<file path="config.mk">
export PLATFORM = sky130hd
export DESIGN_NAME = ccc_scale
export DESIGN_NICKNAME = d
export VERILOG_FILES = /design/src/hdl/ccc_pkg.sv /design/src/hdl/ccc_scale.sv
export SDC_FILE = /design/constraint.sdc
export NUM_CORES = 1
export LEC_CHECK = 0
export BUFFER_PORTS_ARGS = -buffer_cell sky130_fd_sc_hd__buf_2
export CAP_MARGIN = 20
export CORE_ASPECT_RATIO = 0.8
export CORE_MARGIN = 1.5
export CORE_UTILIZATION = 57
export DETAILED_ROUTE_END_ITERATION = 8
export PLACE_DENSITY = 0.85
export RECOVER_POWER = 25
export SLEW_MARGIN = 20
export SYNTH_ARGS = -nofsm -noshare
export SYNTH_HDL_FRONTEND = slang
export SYNTH_SLANG_ARGS = --single-unit
export TNS_END_PERCENT = 20
</file>
<file path="constraint.sdc">
create_clock -name clock -period 4.56 [get_ports clock]
set_input_delay 0 -clock clock [delete_from_list [all_inputs] [get_ports clock]]
set_output_delay 0 -clock clock [all_outputs]
set_load 0.03 [all_outputs]
</file>
<file path="src/hdl/ccc_pkg.sv">
// shared types and constants for the convolution / correlation engine
// used by ccc_cell, ccc_scale and convolution_correlation_engine_core
package ccc_pkg;

   localparam int MAX_KERNEL_DEF = 32;
   localparam int SAMPLE_W       = 16;
   localparam int KIND_W         = 2;
   localparam int PROD_W         = 32;
   localparam int FULL_SCALE     = 32767;
   // smallest magnitude whose quotient by full scale exceeds full scale
   localparam int SAT_LIMIT      = 32768 * 32767;
   localparam int MAG_W          = 30;
   localparam int QSHIFT         = 15;

   typedef enum logic [KIND_W-1:0] {
      KIND_LOAD  = 2'd0,
      KIND_DATA  = 2'd1,
      KIND_FLUSH = 2'd2
   } kind_type;

   typedef enum logic {
      ST_IDLE,
      ST_COMPUTE
   } state_type;

   typedef struct packed {
      logic data_shift;
      logic data_clear;
      logic kern_load;
      logic mode;
   } cell_ctrl_type;

endpackage

</file>
<file path="src/hdl/ccc_scale.sv">
// divides the tap sum by full scale toward zero and saturates, two stages
// depends on ccc_pkg
module ccc_scale import ccc_pkg::*; #(
   parameter int ACC_W = 37
) (
   input  logic                       clock,
   input  logic signed [ACC_W-1:0]    acc_in,
   output logic signed [SAMPLE_W-1:0] value_out
);

   logic [ACC_W-1:0]           mag;
   logic                       neg_ff, sat_ff;
   logic [MAG_W-1:0]           mag_ff;
   logic [MAG_W-1:0]           qsum;
   logic [SAMPLE_W-1:0]        mq;
   logic signed [SAMPLE_W-1:0] value_in, value_ff;

   assign mag = acc_in[ACC_W-1] ? (-acc_in) : acc_in;

   always_ff @(posedge clock) begin
      neg_ff <= acc_in[ACC_W-1];
      sat_ff <= (mag >= ACC_W'(SAT_LIMIT));
      mag_ff <= mag[MAG_W-1:0];
   end

   // x / (2^15 - 1) == (x + (x >> 15) + 1) >> 15 while the quotient fits 15 bits
   assign qsum     = mag_ff + (mag_ff >> QSHIFT) + MAG_W'(1);
   assign mq       = sat_ff ? SAMPLE_W'(FULL_SCALE) : {1'b0, qsum[MAG_W-1:QSHIFT]};
   assign value_in = neg_ff ? (-mq) : mq;

   always_ff @(posedge clock) begin
      value_ff <= value_in;
   end

   assign value_out = value_ff;

endmodule

</file>
# Word-level counts from Yosys, hierarchy flattened
# Index checks and enable logic that the tools add are counted.
[totals]
register_bits = 48
inputBits = 38
out_inout_bits = 16
elab_cells = 12
[classes]
n_addsub = 4
n_lt_le_gt_ge = 1
mux = 3
[op_table]
columns = ["op", "count"]
rows = [
  ["$ge A37 B30 Y1 const B", 1],
  ["$mux W37", 1],
  ["$neg A37 Y37", 1],
  ["$add A30 B1 Y30 const B", 1],
  ["$add A30 B15 Y30", 1],
  ["$mux W16", 1],
  ["$neg A15 Y16", 1],
  ["$mux W15", 1],
]

# Depth between registers and ports, before layout
[logic_depth]
ltp_word = 5
ltp_mapped = 15
mapped_depth_nobuf = 15

# Worst setup path after synthesis
# OpenSTA, ideal clock, no wires.
[synth_timing]
kind = "flip-flop to flip-flop"
startpoint = "reg mag_ff[28]"
endpoint = "reg value_ff[12], in the netlist value_out[12]"
setup_time_ns = 0.112
arrival_time_ns = 3.080
required_ns = 4.448
path_slack_ns = 1.368
path_stages_with_launch = 16
n_path_buf = 1
synth_period_minus_slack_ns = 3.192
cell_sequence = "dfxtp_1 > ha_1 > and4_1 > and4_4 > o2111ai_4 > and2_4 > buf_6 > a21oi_1 > ha_1 > nand2_1 > nor2_1 > nand3_1 > o31ai_4 > nand2_2 > o2111a_1 > a2111oi_1"
[synth_between]
elab_chain_cells = 5
[synth_lines]
columns = ["element", "line_no", "rtl"]
rows = [
  ["start, declared", "ccc_scale.sv:13", "logic [MAG_W-1:0] mag_ff;"],
  ["start signal, assigned", "ccc_scale.sv:23", "mag_ff <= mag[MAG_W-1:0];"],
  ["$add A30 B15 Y30 (*)", "ccc_scale.sv:27", "assign qsum = mag_ff + (mag_ff >> QSHIFT) + MAG_W'(1);"],
  ["$add A30 B1 Y30 (*)", "ccc_scale.sv:27", ""],
  ["$mux W15 (*)", "ccc_scale.sv:28", "assign mq = sat_ff ? SAMPLE_W'(FULL_SCALE) : {1'b0, qsum[MAG_W-1:QSHIFT]};"],
  ["$neg A15 Y16", "ccc_scale.sv:29", "assign value_in = neg_ff ? (-mq) : mq;"],
  ["$mux W16 (*)", "ccc_scale.sv:29", ""],
  ["via value_in[12]", "ccc_scale.sv:16", "logic signed [SAMPLE_W-1:0] value_in, value_ff;"],
  ["end signal, assigned", "ccc_scale.sv:32", "value_ff <= value_in;"],
  ["end, declared", "ccc_scale.sv:16", ""],
]
# The timed path passes the listed nets; every way through them passes the cells marked *.

# Worst setup path after layout
[layout_timing]
startpoint = "reg mag_ff[27]"
endpoint = "reg value_ff[10], in the netlist value_out[10]"
# The elaborated chain is that of the path after synthesis.

==> results.md <==
- Status: complete, but fails checks
- Failing checks: capacitance limit, slew limit
- CTS buffer count: 5
- DRC errors left: 0
- Antenna Nets Post-Route: 0
- Area taken by multi-input logic gates: 2140 µm²
- Initial Utilization: 0.587
- Final Util: 0.713
- Critical Path AT: 3840 ps
- LEAKAGE: 0.00145 µW
- Final setup vio count: 0
- Final hold violation count: 0
- Initial antenna violation count: 0
- Crit-path max cell delay: 430 ps
- Synth async-reset ratio: 0
- Vias: 3,193
- Routability cong.: 0.933
- Hold WC Path Type: in2reg
- Maximum clock rate: 0.279 GHz
- DP Worst Slack: 1040 ps
- DRT iter0 DRCs: 184
- Critical path endpoint category: flop
- Height of the die: 69.9 µm
- CP Max Fanout: 11
- Sequential area share after synthesis: 0.301
- Seq cells post-synth: 48
- Final #Nets: 509
- Met1 track demand over resource: 0.385
- Slowest cell on crit path: o311ai_0
- Max Transition Viols Final: 41
- Mean Syn Cell Area: 8.36 µm²
- Core Region: 5440 µm²
- Skew final: 14.0 ps
- RSZ-0062 raised after global routing: false
- CP Launch Type: flop
- Slew margin rel.: -0.00623
- Hold-fix buffer count after cts: 30
- Synth Warn #: 0
- Vias in the first global route: 3,036
- Max_cap viols: 1
- Crit-path leading delay family: compound AO/OA/AOI/OAI gates
- Ant diodes: 0
- Drt pass-1 iters: 5
- PwrDens: 287 nW/µm²
- Fillers: 422
- WL/cell: 15.6 µm
- Final HPWL DP: 5710 µm
- Post-Synthesis Net Count: 436
- H-tree depth: 2
- Setup Buffers After CTS: 0
- Area delta synth->final: 21.5%
- Top_reg_cell synth: dfxtp_1
- Vias/cell: 5.98
- Setup TNS: 0 ps
- Global-route layer with the greatest usage: met2
- Critical-path cell list: ha_1 > and4_1 > and4_4 > o2111ai_4 > and2_4 > a21oi_1 > ha_1 > nand2_1 > nor2_1 > nand3_1 > o311ai_0 > o21ai_0 > a21oi_1 > o21a_1
- Final cell count without fillers: 534
- Setup CP Type: reg2reg
- Gate Count Post-Synth: 382
- CTS sink count: 48
- Layout cells sized above 1: 0.147
- I/O pin count: 54
- Root Buffer Master: clkbuf_8
- Placed Cells: 496
- Die ar.: 6060 µm²
- FF+latch area: 961 µm²
- Final Worst Setup Slack: 982 ps
- Num rows: 24
- Met3 Use GR: 0.0485
- Worst-margin pin slew: 1510 ps
- # port buffers: 53
- Placed Area: 3480 µm²
- Clock Latency Late Sink: 320 ps
- Post-CTS resize count: 0
- CTS clk-pin slew, worst paths: 90 ps
- First-pass GRT wire length: 14,100 µm
- Largest net degree at the start of global routing: 41
- Grt ovf: 0
- Clock tree from TritonCTS: yes
- CP bufs+invs: 0
- Cell Area, Synth: 3190 µm²
- Crit path time final: 3580 ps
- Tcrit/Tclk final: 0.785
- Met2 Use GR: 0.485
- Total Routed Length: 8330 µm
- Number of synthesized flops with an enable pin: 0
- DIE WIDTH: 86.7 µm
- Peak VDD IR: 134 µV
- Worst path required time: 4820 ps
- CTS Buffer Depth: 2
- Design area: 3880 µm²
- Total global routing track utilization: 0.292
- Netlist cell types: 65
==> area by class of cell <==
cell class | instances | area share
clock buffer | 5 | 0.0177
clock inverter | 3 | 0.0119
sequential | 48 | 0.248
timing repair buffer | 83 | 0.141
inverter | 6 | 0.00581
multi-input combinational | 311 | 0.551
tap | 78 | 0.0252
==> layout by cell type (no fill, tap or decap), types with 6 or more instances in the layout <==
cell type	Yosys	routed
dfxtp_1	48	48
buf_2	1	37
nand2_1	31	31
xnor2_1	31	31
nor2_1	30	30
a21oi_1	30	30
dlygate4sd3_1	0	30
o21ai_0	25	25
nand3_1	16	16
ha_1	16	16
clkbuf_1	12	16
nand4_1	10	10
o31ai_1	9	9
xor2_1	8	8
o41ai_1	7	7
inv_1	6	6
==> worst reg2reg max path, stage by stage, from the launching register on <==
cell and delay [ps]:
dfxtp_1 410, ha_1 360, and4_1 240, and4_4 270
o2111ai_4 160, and2_4 260, a21oi_1 190, ha_1 200
nand2_1 130, nor2_1 190, nand3_1 170, o311ai_0 430
o21ai_0 180, a21oi_1 200, o21a_1 140
==> worst paths after layout <==
kind / cells past startpoint / slack [ps] / start / endpoint
min reg2reg: 1 / 570 / mag_ff[18] / value_out[3]
max reg2reg: 14 / 980 / mag_ff[27] / value_out[10]
min: 4 / 100 / acc_in[34] / sat_ff
max: 14 / 980 / mag_ff[27] / value_out[10]
==> kinds of logic after synthesis <==
kind of cell,synth area share
mux,0.0172
fa+ha+maj,0.0627
buf+inv,0.0298
simple gates,0.223
flops,0.301
compound gates,0.259
xor+xnor,0.107
==> stage by stage <==
step | total power [µW] | hold WS [ps]
after floorplan | 690 | 27.7
after global placement | 763 | 131
after detailed placement | 771 | 134
after CTS | 1110 | 94.8
after global routing | 1170 | 117
final | 1110 | 102
==> report_power, final <==
part	leakage [µW]	internal (µW)	switching [µW]
sequential	0.000404	458	40.8
combinational	0.000991	127	164
clock	0.0000548	165	156
total	0.00145	750	361
==> flip-flops by register name (all words and copies together) (netlist names) <==
signal	flops
mag_ff	30
neg_ff	1
sat_ff	1
value_out	16
==> synthesized netlist by cell type, types with 2 or more instances <==
master / number / area (µm²)
ha_1: 16 / 200
a32oi_1: 3 / 26.3
and2_1: 2 / 12.5
nor2b_1: 5 / 31.3
o41ai_1: 7 / 61.3
nand4_1: 10 / 62.6
nor3_1: 3 / 15.0
o211a_1: 2 / 20.0
nand2_1: 31 / 116
or2_2: 5 / 31.3
o31a_1: 3 / 26.3
o22ai_1: 5 / 31.3
nand3_1: 16 / 80.1
xnor2_1: 31 / 272
o211ai_1: 3 / 22.5
and4_1: 2 / 17.5
o21ai_0: 25 / 125
a211oi_1: 3 / 22.5
dfxtp_1: 48 / 961
clkbuf_1: 12 / 45.0
and3_1: 3 / 18.8
nand2b_1: 5 / 31.3
xor2_1: 8 / 70.1
nor2_1: 30 / 113
buf_1: 3 / 11.3
or3_1: 4 / 25.0
a21o_1: 3 / 22.5
o31ai_1: 9 / 67.6
a31oi_1: 2 / 12.5
a21oi_1: 30 / 150
nand3b_1: 2 / 15.0
o21a_1: 4 / 30.0
or4_1: 5 / 37.5
mux2_2: 4 / 45.0
nor4_1: 3 / 18.8
inv_1: 6 / 22.5
==> layer usage <==
layer  wire length [µm]  part of all wire  vias up
met3                558             0.067       16
li1                   -                 -     1574
met1               3620              0.43     1448
met4                145             0.017        0
met2               4010              0.48      155
met5                  0                 0        -
Power figures use the tool's default switching activity.
