--- src/hdl/ccc_pkg.sv ---
// shared types and constants for the convolution / correlation engine
// used by ccc_cell, ccc_scale and convolution_correlation_engine_core
package ccc_pkg;

   localparam int MAX_KERNEL_DEF = 32;
   localparam int SAMPLE_W       = 16;
   localparam int KIND_W         = 2;
   localparam int PROD_W         = 32;
   localparam int FULL_SCALE     = 32767;
   // smallest magnitude whose quotient by full scale exceeds full scale
   localparam int SAT_LIMIT      = 32768 * 32767;
   localparam int MAG_W          = 30;
   localparam int QSHIFT         = 15;

   typedef enum logic [KIND_W-1:0] {
      KIND_LOAD  = 2'd0,
      KIND_DATA  = 2'd1,
      KIND_FLUSH = 2'd2
   } kind_type;

   typedef enum logic {
      ST_IDLE,
      ST_COMPUTE
   } state_type;

   typedef struct packed {
      logic data_shift;
      logic data_clear;
      logic kern_load;
      logic mode;
   } cell_ctrl_type;

endpackage

--- src/hdl/ccc_cell.sv ---
// one tap cell: delay entry, forward and reversed kernel entry, product and
// a running partial sum handed to the next cell; depends on ccc_pkg
module ccc_cell import ccc_pkg::*; #(
   parameter int IDX    = 0,
   parameter int KLEN_W = 6,
   parameter int ACC_W  = 37
) (
   input  logic                       clock,
   input  logic                       reset,
   input  cell_ctrl_type              ctrl,
   input  logic [KLEN_W-1:0]          wr_idx,
   input  logic [KLEN_W-1:0]          klen,
   input  logic signed [SAMPLE_W-1:0] d_prev,
   input  logic signed [SAMPLE_W-1:0] hr_prev,
   input  logic signed [SAMPLE_W-1:0] kern_sample,
   input  logic signed [ACC_W-1:0]    sum_prev,
   output logic signed [SAMPLE_W-1:0] d_out,
   output logic signed [SAMPLE_W-1:0] hr_out,
   output logic signed [ACC_W-1:0]    sum_out
);

   logic signed [SAMPLE_W-1:0] d_ff, hf_ff, hr_ff;
   logic signed [SAMPLE_W-1:0] coef;
   logic signed [PROD_W-1:0]   prod_ff, prod_in;
   logic signed [ACC_W-1:0]    sum_ff, sum_in;
   logic                       active;

   always_ff @(posedge clock) begin
      if (reset) begin
         d_ff <= '0;
      end else if (ctrl.data_clear) begin
         d_ff <= '0;
      end else if (ctrl.data_shift) begin
         d_ff <= d_prev;
      end
   end

   // forward copy is written by address, reversed copy shifts in at cell 0
   always_ff @(posedge clock) begin
      if (ctrl.kern_load && (wr_idx == KLEN_W'(IDX))) begin
         hf_ff <= kern_sample;
      end
      if (ctrl.kern_load) begin
         hr_ff <= hr_prev;
      end
   end

   assign active  = (klen > KLEN_W'(IDX));
   assign coef    = ctrl.mode ? hr_ff : hf_ff;
   assign prod_in = active ? (PROD_W'(coef) * PROD_W'(d_ff)) : '0;
   assign sum_in  = sum_prev + ACC_W'(prod_ff);

   always_ff @(posedge clock) begin
      prod_ff <= prod_in;
      sum_ff  <= sum_in;
   end

   assign d_out   = d_ff;
   assign hr_out  = hr_ff;
   assign sum_out = sum_ff;

endmodule

--- config.mk ---
export PLATFORM = sky130hd
export DESIGN_NAME = ccc_cell
export DESIGN_NICKNAME = d
export VERILOG_FILES = /design/src/hdl/ccc_pkg.sv /design/src/hdl/ccc_cell.sv
export SDC_FILE = /design/constraint.sdc
export NUM_CORES = 1
export LEC_CHECK = 0
export CORE_MARGIN = 4
export CORE_UTILIZATION = 55
export CTS_CLUSTER_DIAMETER = 120
export DETAILED_ROUTE_END_ITERATION = 12
export DONT_BUFFER_PORTS = 1
export PLACE_DENSITY = 0.7
export SLEW_MARGIN = 20
export SYNTH_ARGS = -nofsm -noshare
export SYNTH_HDL_FRONTEND = slang
export SYNTH_SLANG_ARGS = --single-unit
export TNS_END_PERCENT = 20
--- constraint.sdc ---
create_clock -name clock -period 10.1 [get_ports clock]
set_input_delay 1.01 -clock clock [delete_from_list [all_inputs] [get_ports clock]]
set_output_delay 1.01 -clock clock [all_outputs]
set_load 0.005 [all_outputs]
== Word-level counts from Yosys, hierarchy flattened ==
Index checks and enable logic that the tools add are counted.
Storage, ports and cells
  output and inout bits: 69
  input port bits: 103
  register bits: 117
  logic and storage cells: 12
Operators by class
  reduce and logical (&&, ||, !) cells: 3
  multiplexer cells: 1
  $add $sub $neg: 1
  $lt $le $gt $ge: 1
  multiply operators: 1
Operator list (number)
  $add A37 B32 Y37: 1
  $mul A16 B16 Y32: 1
  $mux W16: 1
  $gt A6 B1 Y1 const B: 1
  $logic_not A6 Y1: 1
  $reduce_or A2 Y1: 1
  $logic_and A1 B1 Y1: 1

== Longest topological paths before layout ==
Gate-level depths: netlist of the first run.
  depth in word-level cells: 2
  mapped depth: 26
  gate-level depth less buffers: 23

== Worst setup path after synthesis of the first run ==
Ideal clock, no wire load.
  kind: input to register
  from: input port ctrl[0] in the netlist's numbering
  to: register prod_ff[31]
  buffers on the path: 3
  stages on the path: 22
  data required time: 10.030 ns
  setup time: 0.070 ns
  slack: 2.220 ns
  arrival time: 7.810 ns
  path through: clkbuf_1 > clkbuf_1 > mux2_2 > clkbuf_1 > nand2_1 > inv_1 > fa_1 > fa_1 > fa_1 > fa_1 > fa_1 > fa_1 > ha_1 > a21o_1 > a31oi_1 > o21ai_0 > a21o_2 > a221o_2 > a211oi_2 > a21oi_1 > or3_1 > a21oi_1
On the way
  longest elaborated chain between the ends: 2
Ends and longest elaborated chain
  start, declared: RTL line ccc_cell.sv:10  | input cell_ctrl_type ctrl,
  $mux W16: RTL line ccc_cell.sv:49  | assign coef = ctrl.mode ? hr_ff : hf_ff;
  $mul A16 B16 Y32: RTL line ccc_cell.sv:50  | assign prod_in = active ? (PROD_W'(coef) * PROD_W'(d_ff)) : '0;
  end signal, assigned: RTL line ccc_cell.sv:54  | prod_ff <= prod_in;
  end, declared: RTL line ccc_cell.sv:24  | logic signed [PROD_W-1:0] prod_ff, prod_in;
Every way passes these cells.
A chain may end at the register's enable or synchronous reset.

== Final worst setup path of the first run ==
Same ends and word-level chain as after synthesis.

==> results of run 1 <==
-- layout make-up --
type	count	area, um^2
Multi-Input combinational cell	1072	10870
Fill cell	2200	10590
Sequential cell	117	2663
Inverter	290	1089
Clock buffer	18	450.4
Tap cell	335	419.2
Clock inverter	14	168.9
Timing Repair Buffer	4	30.03
-- critical path: stages --
cell and delay (ns):
mux2_2 0.46, nand2_1 0.16, inv_1 0.09, fa_1 0.64, fa_1 0.82, fa_1 0.51
fa_1 0.58, fa_1 0.43, fa_1 0.45, ha_1 0.38, a21o_1 0.21, a31oi_1 0.12
o21ai_0 0.10, a21o_2 0.21, a221o_2 0.42, a211oi_2 0.22, a21oi_1 0.11, or3_1 0.35
a21oi_1 0.14
-- cell usage in the layout, fill, tap and decap left out, drive strengths merged, types with 36 or more instances in the layout --
cell	n
a21oi	56
dfxtp	85
and2	120
nand2	142
ha	118
xnor2	52
fa	263
o21ai	36
inv	301
nor2	77
-- state kept, by name (all words and copies together) (netlist names) --
signal / flops
prod_ff: 32
sum_out: 37
hf_ff: 16
hr_out: 16
d_out: 16
-- power groups by stage --
stage	Clock (uW)	Combinational (uW)	Sequential (uW)
CTS	672	1020	686
floorplan	0	836	672
detailed placement	0	1020	697
global placement	0	990	697
finish	656	1020	683
global route	692	1180	702
-- metal layers --
| metal | vias up | wire, um | global-route usage [%] |
|---|---|---|---|
| met5 | - | 0 | 0 |
| met4 | 0 | 411 | 4.887 |
| met3 | 28 | 2449 | 5.258 |
| met2 | 346 | 14820 | 37.16 |
| met1 | 4888 | 14760 | 33.32 |
| li1 | 4690 | - | - |
-- cells in the mapped netlist, drive strengths merged (7+ instances only) --
library cell and number:
fa 263, a21oi 56, nand3 12, mux2i 17
and2 120, nand2b 15, o21ai 36, nor2b 15
inv 290, a31oi 7, nor2 77, o21a 10
a21o 26, o21bai 10, mux2 15, clkbuf 44
dfxtp 85, a211oi 10, xor2 16, ha 118
xnor2 52, nor3 9, edfxtp 32, nand2 142
-- path summary, 6_finish.rpt --
path / start / to / slack [ns] / cells after the start
max reg2reg: hr_out[15] / prod_ff[31] / 3.20 / 19
min reg2reg: prod_ff[0] / sum_out[0] / 0.47 / 1
min: prod_ff[0] / sum_out[0] / 0.47 / 1
max: ctrl[0] / prod_ff[31] / 3.02 / 19
-- stage by stage --
| step | hold WS (ns) | instance area [um^2] | std cells |
|---|---|---|---|
| 2_1_floorplan | 0.4200 | 14780 | 1524 |
| 3_3_place_gp | 0.4392 | 15070 | 1818 |
| 3_5_place_dp | 0.4500 | 15070 | 1818 |
| 4_1_cts | 0.4665 | 15690 | 1850 |
| 5_1_grt | 0.4828 | 15690 | 1850 |
| 6_report | 0.4674 | 15690 | 1850 |
-- cells by family (layout without fill, tap and decap cells) --
kind of cell    Yosys count  in the layout  synth area share, %
fa+ha+maj               381            381                45.61
buf+inv                 335            326                8.515
mux                      32             32                2.294
xor+xnor                 68             68                4.029
compound gates          174            174                7.652
simple gates            417            417                13.89
flops                   117            117                18.01
==> metrics.yaml, run 1 <==
clkTransAtPathRegs_ns: 0.07
switching_share_pct: 38.94
tightest_slew_ns: 0.9789
yosysSeqAreaShare_pct: 18.01
ant_nets: 0
vias_per_cell: 5.379
worstSetupStartpointType: "primary input"
cts_inserted_buffers: 17
synth_cells: 1524
synth_top_area_share_pct: 35.62
grt_max_degree: 29
io_pins: 172
yosysWarnings: 0
synth_cell_types: 55
status: "completed"
drcViolationCount: 0
setup_ws_ns: 3.021
timing.fmax_ghz: 0.1413
dr.pass1.iters: 5
worst_ep_arrival_time_ns: 7.41
synth_edf_count: 32
internal_power_uw: 1443
worstSetupEndpointType: "flop"
setup_viol: 0
synth_fp_nets: 2008
cts.root.buffer_cell: "clkbuf_16"
report.power.total_uw: 2363
async_flop_share_pct: 0
antennaDiodeCount: 0
preCtsSetupSlack_ns: 2.621
io_buffers: 0
critPathMaxFanout: 16
combPwrFrac_pct: 43.3
h-tree-depth: 4
worstPathRequired_ns: 10.43
hp-class: "reg2reg"
die_h_um: 171.9
fp.dieArea_um2: 29560
grt_pass1_vias: 10600
hpwl_um: 25840
clock_latency_ns: 0.42
maxSlewViolCount: 0
ys_seq_elements: 117
rsz0062_at_grt: "false"
final_util_pct: 59.69
tns_ns: 0
tritoncts: "built"
nets: 1986
cap_violations: 0
synthFlopType: "dfxtp_1"
grt_pass1_wl_um: 54740
core-area_um2: 26280
wire_per_inst_um: 17.53
antenna_found_initial: 1
finalCriticalPeriod_ns: 7.079
hold_viol: 0
pwr-share-clk_pct: 27.8
syn_avg_cell_area_um2: 9.699
drive_gt1_share_pct: 4.752
vdd_drop_max_mv: 0.09396
cts_buffer_depth: 2
syn_area_um2: 14780
skew_ns: 0.02047
gr-total-overflow: 0
switchingPower_uw: 920.4
holdBufCountCts: 0
p_per_area_nw_per_um2: 150.7
cts_resized: 0
num_rows: 59
synth.largest_area_cell: "fa_1"
drt-initial-drc-count: 613
synth_area_leaders: "fa_1 36%, dfxtp_1 12%, ha_1 10%"
vias: 9952
globalplace.congestion: 0.9076
clock_sinks: 117
cts_setup_buffers: 0
leakage_uw: 0.007760
start_util_pct: 56.25
track_usage_pct: 23.37
syn_to_final_growth_pct: 6.120
maxSlewHeadroom_pct: 34.74
seq_power_share_pct: 28.9
routed_wl_um: 32440
path_class: "in2reg"
die_x_um: 171.9
fin_crit_sh_pct: 70.09
No activity file was read; power rests on OpenSTA's default activity.
==> run 2, diff against run 1 <==
==> constraint.sdc (replaced) <==
create_clock -name clock -period 7.39 [get_ports clock]
set_input_delay 0.739 -clock clock [delete_from_list [all_inputs] [get_ports clock]]
set_output_delay 0.739 -clock clock [all_outputs]
set_load 0.005 [all_outputs]
==> metrics.yaml, run 2 (synthesis results as in run 1) <==
leakage_uw: 0.007772  # was 0.007760 uW
holdBufCountCts: 0  # unchanged
switching_share_pct: 38.13  # was 38.94%
antenna_found_initial: 0  # was 1
gr-total-overflow: 0  # unchanged
cts_inserted_buffers: 17  # unchanged
combPwrFrac_pct: 44.4  # was 43.3%
track_usage_pct: 23.40  # was 23.37%
cpMostUsedCell: "fa_1"  # unchanged
globalplace.congestion: 0.9026  # was 0.9076
h-tree-depth: 4  # unchanged
status: "completed"  # unchanged
fin_crit_sh_pct: 90.56
drcViolationCount: 0  # unchanged
final_cell_area_um2: 15710  # was 15,690 um^2
wire_per_inst_um: 17.69  # was 17.53 um
hold_viol: 0  # unchanged
maxSlewViolCount: 0  # unchanged
cap_violations: 0  # unchanged
path_class: "reg2reg"  # was in2reg
die_h_um: 171.9  # unchanged
min_to: "hr_out[4]"  # was sum_out[0]
slowest_stage: "fa_2"  # was fa_1
grt_pass1_vias: 10710  # was 10,600
clock_latency_ns: 0.41  # was 0.42 ns
tightest_slew_ns: 0.9700  # was 0.9789 ns
vias_per_cell: 5.406  # was 5.379
die_x_um: 171.9  # unchanged
vias: 10040  # was 9,952
hold_depth: 0  # was 1
placed_area_um2: 15130  # was 15,070 um^2
drt-initial-drc-count: 632  # was 613
rsz0062_at_grt: "false"  # unchanged
largest_reg_flops: 37  # unchanged
internal_power_uw: 1968  # was 1443 uW
dr.pass1.iters: 7  # was 5
worstSetupEndpointType: "flop"  # unchanged
timing.fmax_ghz: 0.1494
cts_buffer_depth: 2  # unchanged
grt_pass1_wl_um: 54790  # was 54,740 um
worstPathCellList: "mux2_2 > nand2_1 > inv_1 > fa_1 > fa_2 > fa_1 > fa_1 > fa_1 > fa_1 > ha_1 > a21o_1 > a31oi_1 > o21ai_0 > a21o_2 > a221o_2 > a211oi_2 > a21oi_1 > or3_1 > a21oi_1"  # was mux2_2 > nand2_1 > inv_1 > fa_1 > fa_1 > fa_1 > fa_1 > fa_1 > fa_1 > ha_1 > a21o_1 > a31oi_1 > o21ai_0 > a21o_2 > a221o_2 > a211oi_2 > a21oi_1 > or3_1 > a21oi_1
worst_ep_arrival_time_ns: 7.02  # was 7.41 ns
io_buffers: 0  # unchanged
pwr-share-clk_pct: 26.2  # was 27.8%
reg2reg_from: "hr_out[15]"  # unchanged
reg2reg_slack_ns: 0.70  # was 3.20 ns
final_util_pct: 59.76  # was 59.69%
switchingPower_uw: 1213  # was 920.4 uW
antennaDiodeCount: 0  # unchanged
routed_wl_um: 32840  # was 32,440 um
syn_to_final_growth_pct: 6.247  # was 6.120%
p_per_area_nw_per_um2: 202.6  # was 150.7 nW/um^2
cp_slowest_stage_delay_ns: 0.73  # was 0.82 ns
seq_power_share_pct: 29.4  # was 28.9%
finalNonFillerCells: 1857  # was 1,850
drive_gt1_share_pct: 5.256  # was 4.752%
tritoncts: "built"  # unchanged
critPathMaxFanout: 7  # was 16
r2r_end: "prod_ff[31]"  # unchanged
ant_nets: 0  # unchanged
setup_viol: 0  # unchanged
grt_max_degree: 29  # unchanged
hp-class: "in2reg"  # was reg2reg
maxSlewHeadroom_pct: 35.34  # was 34.74%
hpwl_um: 26770  # was 25,840 um
nets: 1994  # was 1,986
skew_ns: 0.01119  # was 0.02047 ns
worstSetupStartpointType: "flop"  # was primary input
vdd_drop_max_mv: 0.1393  # was 0.09396 mV
final_cell_mix: "290 x inv_1, 262 x fa_1, 142 x nand2_1, 119 x and2_1, 118 x ha_1"  # was 290 x inv_1, 263 x fa_1, 142 x nand2_1, 119 x and2_1, 118 x ha_1
cts.root.buffer_cell: "clkbuf_16"  # unchanged
worstPathRequired_ns: 7.72  # was 10.43 ns
ff2ff_path_depth: 19  # unchanged
io_pins: 172  # unchanged
core-area_um2: 26280  # unchanged
dp_cells: 1826  # was 1,818
clock_sinks: 117  # unchanged
cts_setup_buffers: 0  # unchanged
final_common_cell: "inv_1"  # unchanged
min_from: "hr_prev[4]"  # was prod_ff[0]
clkTransAtPathRegs_ns: 0.06  # was 0.07 ns
start_util_pct: 56.25  # unchanged
tns_ns: 0  # unchanged
num_rows: 59  # unchanged
finalCriticalPeriod_ns: 6.693
fp.dieArea_um2: 29560  # unchanged
cts_resized: 0  # unchanged
==> run 2: changes by cell type in the layout (fill, tap and decap cells not counted), moves of 2 or more <==
cell	previous run	this run
clkinv_4	1	3
inv_4	0	2
clkinv_2	0	2
clkinvlp_4	0	2
inv_8	7	0
buf_4	4	12
==> run 2: layout make-up <==
cell class,count,area [um^2]
fill,2232,10580
clock inverter,14,150.1
tap,335,419.2
multi-input combinational,1072,10870
sequential,117,2663
clock buffer,17,425.4
inverter,290,1089
timing repair buffer,12,90.09
==> run 2: how the worst max path moves through the flow <==
stage                from     endpoint  slack, ns  cells past startpoint
2_1_floorplan     ctrl[0]  prod_ff[31]       0.03                     22
3_3_place_gp      ctrl[0]  prod_ff[31]       0.50                     19
3_5_place_dp      ctrl[0]  prod_ff[31]       0.38                     19
4_1_cts        hr_out[15]  prod_ff[31]       0.69                     19
5_1_grt        hr_out[15]  prod_ff[31]       0.39                     19
6_report       hr_out[15]  prod_ff[31]       0.70                     19
==> run 2: per-stage QoR <==
stage / setup WS (ns) / hold slack (ns) / power (uW)
after floorplan: 0.02611 / 0.4200 / 2062
after global placement: 0.4982 / 0.4477 / 2314
after detailed placement: 0.3849 / 0.4556 / 2353
after CTS: 0.6888 / 0.4000 / 3206
after global routing: 0.3904 / 0.3930 / 3469
final: 0.6975 / 0.4180 / 3182
==> run 2: worst max-delay path: cells and delay by family, from the launching register on <==
kind / cells / cell delay, ns
and+or+nand+nor: 2 / 0.49
muxes: 1 / 0.37
DFF: 1 / 0.45
AOI/OAI and AO/OA: 8 / 1.53
adders and majority gates: 7 / 3.68
buffers and inverters: 1 / 0.10
==> run 2: per-layer routing <==
layer | up-vias | track usage, % | part of all wire (%) | wire [um]
met2 | 375 | 36.72 | 45 | 14780
met5 | - | 0 | 0 | 0
li1 | 4698 | - | - | -
met1 | 4932 | 33.81 | 45 | 14930
met3 | 34 | 5.464 | 8.2 | 2693
met4 | 0 | 4.580 | 1.4 | 448
==> run 2: power groups by stage <==
stage | Combinational [uW] | Clock, uW | Sequential [uW]
2_1_floorplan | 1140 | 0 | 919
3_3_place_gp | 1360 | 0 | 950
3_5_place_dp | 1400 | 0 | 951
4_1_cts | 1410 | 855 | 937
5_1_grt | 1620 | 888 | 959
6_report | 1410 | 835 | 934
==> run 3, diff against run 2 <==
--- a/config.mk
+++ b/config.mk
@@ -5,7 +5,7 @@
 export SDC_FILE = /design/constraint.sdc
 export NUM_CORES = 1
 export LEC_CHECK = 0
-export CORE_MARGIN = 4
+export CORE_ASPECT_RATIO = 0.6
 export CORE_UTILIZATION = 55
 export CTS_CLUSTER_DIAMETER = 120
 export DETAILED_ROUTE_END_ITERATION = 12
==> constraint.sdc (replaced) <==
create_clock -name clock -period 7.39 [get_ports clock]
set_input_delay 0.739 -clock clock [delete_from_list [all_inputs] [get_ports clock]]
set_output_delay 0.739 -clock clock [all_outputs]
set_load 0.01 [all_outputs]
==> metrics.yaml, run 3 (synthesis results as in run 1) <==
ant_nets: 0  # unchanged
skew_ns: 0.009170  # was 0.01119 ns
fin_crit_sh_pct: 90.53  # was 90.56%
antenna_found_initial: 0  # unchanged
start_util_pct: 55.95  # was 56.25%
min_from: "kern_sample[1]"  # was hr_prev[4]
critPathMaxFanout: 7  # unchanged
syn_to_final_growth_pct: 6.619  # was 6.247%
reg2reg_slack_ns: 0.70  # about the same
track_usage_pct: 27.83  # was 23.40%
p_per_area_nw_per_um2: 203.3  # was 202.6 nW/um^2
leakage_uw: 0.007796  # was 0.007772 uW
hp-class: "in2reg"  # unchanged
gr-total-overflow: 0  # unchanged
holdBufCountCts: 0  # unchanged
wire_per_inst_um: 18.66  # was 17.69 um
core-area_um2: 26420  # was 26,280 um^2
routed_wl_um: 35260  # was 32,840 um
rsz0062_at_grt: "false"  # unchanged
cts_buffer_depth: 2  # unchanged
tightest_slew_ns: 1.040  # was 0.9700 ns
drcViolationCount: 0  # unchanged
drt-initial-drc-count: 890  # was 632
fp.dieArea_um2: 27560  # was 29,560 um^2
status: "completed"  # unchanged
clock_sinks: 117  # unchanged
final_common_cell: "inv_1"  # unchanged
die_x_um: 213.6  # was 171.9 um
cts_setup_buffers: 0  # unchanged
setup_ws_ns: 0.7000  # was 0.6975 ns
cap_violations: 0  # unchanged
finalCriticalPeriod_ns: 6.690  # was 6.693 ns
clock_latency_ns: 0.44  # was 0.41 ns
drive_gt1_share_pct: 5.559  # was 5.256%
final_util_pct: 59.66  # was 59.76%
hold_viol: 0  # unchanged
clkTransAtPathRegs_ns: 0.06  # about the same
maxSlewHeadroom_pct: 30.65  # was 35.34%
dr.pass1.iters: 5  # was 7
antennaDiodeCount: 0  # unchanged
hpwl_um: 29280  # was 26,770 um
min_to: "hf_ff[1]"  # was hr_out[4]
setup_viol: 0  # unchanged
io_pins: 172  # unchanged
globalplace.congestion: 0.9270  # was 0.9026
io_buffers: 0  # unchanged
grt_pass1_vias: 10510  # was 10,710
reg2reg_from: "hr_out[15]"  # unchanged
largest_reg_flops: 37  # unchanged
die_h_um: 129.0  # was 171.9 um
grt_pass1_wl_um: 57410  # was 54,790 um
worstSetupStartpointType: "flop"  # unchanged
nets: 2000  # was 1,994
final_cell_area_um2: 15760  # was 15,710 um^2
num_rows: 46  # was 59
worstSetupEndpointType: "flop"  # unchanged
preCtsSetupSlack_ns: 0.3853  # was 0.3849 ns
vias: 10160  # was 10,040
dp_cells: 1857  # was 1,826
hold_depth: 0  # unchanged
ff2ff_path_depth: 19  # unchanged
path_class: "reg2reg"  # unchanged
worst_ep_arrival_time_ns: 7.05  # was 7.02 ns
placed_area_um2: 15210  # was 15,130 um^2
tns_ns: 0  # unchanged
cts_inserted_buffers: 17  # unchanged
cts.root.buffer_cell: "clkbuf_16"  # unchanged
worstPathRequired_ns: 7.75  # was 7.72 ns
r2r_end: "prod_ff[31]"  # unchanged
cts_resized: 0  # unchanged
timing.fmax_ghz: 0.1495  # was 0.1494 GHz
maxSlewViolCount: 0  # unchanged
h-tree-depth: 4  # unchanged
final_cell_mix: "290 x inv_1, 262 x fa_1, 142 x nand2_1, 119 x and2_1, 118 x ha_1"  # unchanged
grt_max_degree: 29  # unchanged
tritoncts: "built"  # unchanged
vdd_drop_max_mv: 0.1825  # was 0.1393 mV
vias_per_cell: 5.376  # was 5.406
finalNonFillerCells: 1889  # was 1,857
run 3: cell count changes in the layout (fill, tap and decap cells not counted), sizes merged:
cell / delta
buf: +6
bufinv: -2
clkbuf: +5
clkinv: -1
inv: -1
run 3: per-stage QoR:
step	total power (uW)	hold WS, ns
after detailed placement	2430	0.4960
final	3204	0.3985
after floorplan	2103	0.4200
after global placement	2386	0.5044
after CTS	3214	0.3773
after global routing	3471	0.3768
run 3: metal layers:
layer  wire length (um)  track usage (%)  vias to the layer above
met5                  0                0                        -
met4                360            4.496                        0
met3               4402            11.40                       29
met2              13500            37.76                      461
met1              16990            41.82                     4945
li1                   -                -                     4721
run 3: final cells by class:
type | instances | area (um^2)
Clock buffer | 22 | 485.5
Clock inverter | 10 | 68.82
Fill cell | 2221 | 10660
Inverter | 290 | 1089
Multi-Input combinational cell | 1072 | 10870
Sequential cell | 117 | 2663
Tap cell | 360 | 450.4
Timing Repair Buffer | 18 | 135.1
run 3: worst max path at each step:
stage | from | end | slack (ns) | cells after the start
2_1_floorplan | ctrl[0] | prod_ff[31] | 0.03 | 22
3_3_place_gp | ctrl[0] | prod_ff[31] | 0.50 | 19
3_5_place_dp | ctrl[0] | prod_ff[31] | 0.39 | 19
4_1_cts | hr_out[15] | prod_ff[31] | 0.68 | 19
5_1_grt | hr_out[9] | prod_ff[30] | 0.33 | 22
6_report | hr_out[15] | prod_ff[31] | 0.70 | 19
run 3: where the power goes:
part / total, uW / internal, uW / switching (uW)
Clock: 771 / 466 / 305
Combinational: 1460 / 634 / 822
Sequential: 978 / 847 / 131
Total: 3200 / 1950 / 1260
run 3: worst max-delay path, stage by stage, from the launching register on:
cell      delay, ns
edfxtp_1       0.46
mux2_2         0.37
nand2_1        0.14
inv_1          0.10
fa_1           0.75
fa_2           0.60
fa_1           0.50
fa_1           0.59
fa_1           0.43
fa_1           0.44
ha_1           0.37
a21o_1         0.20
a31oi_1        0.12
o21ai_0        0.10
a21o_2         0.21
a221o_2        0.42
a211oi_2       0.22
a21oi_1        0.11
or3_1          0.35
a21oi_1        0.14
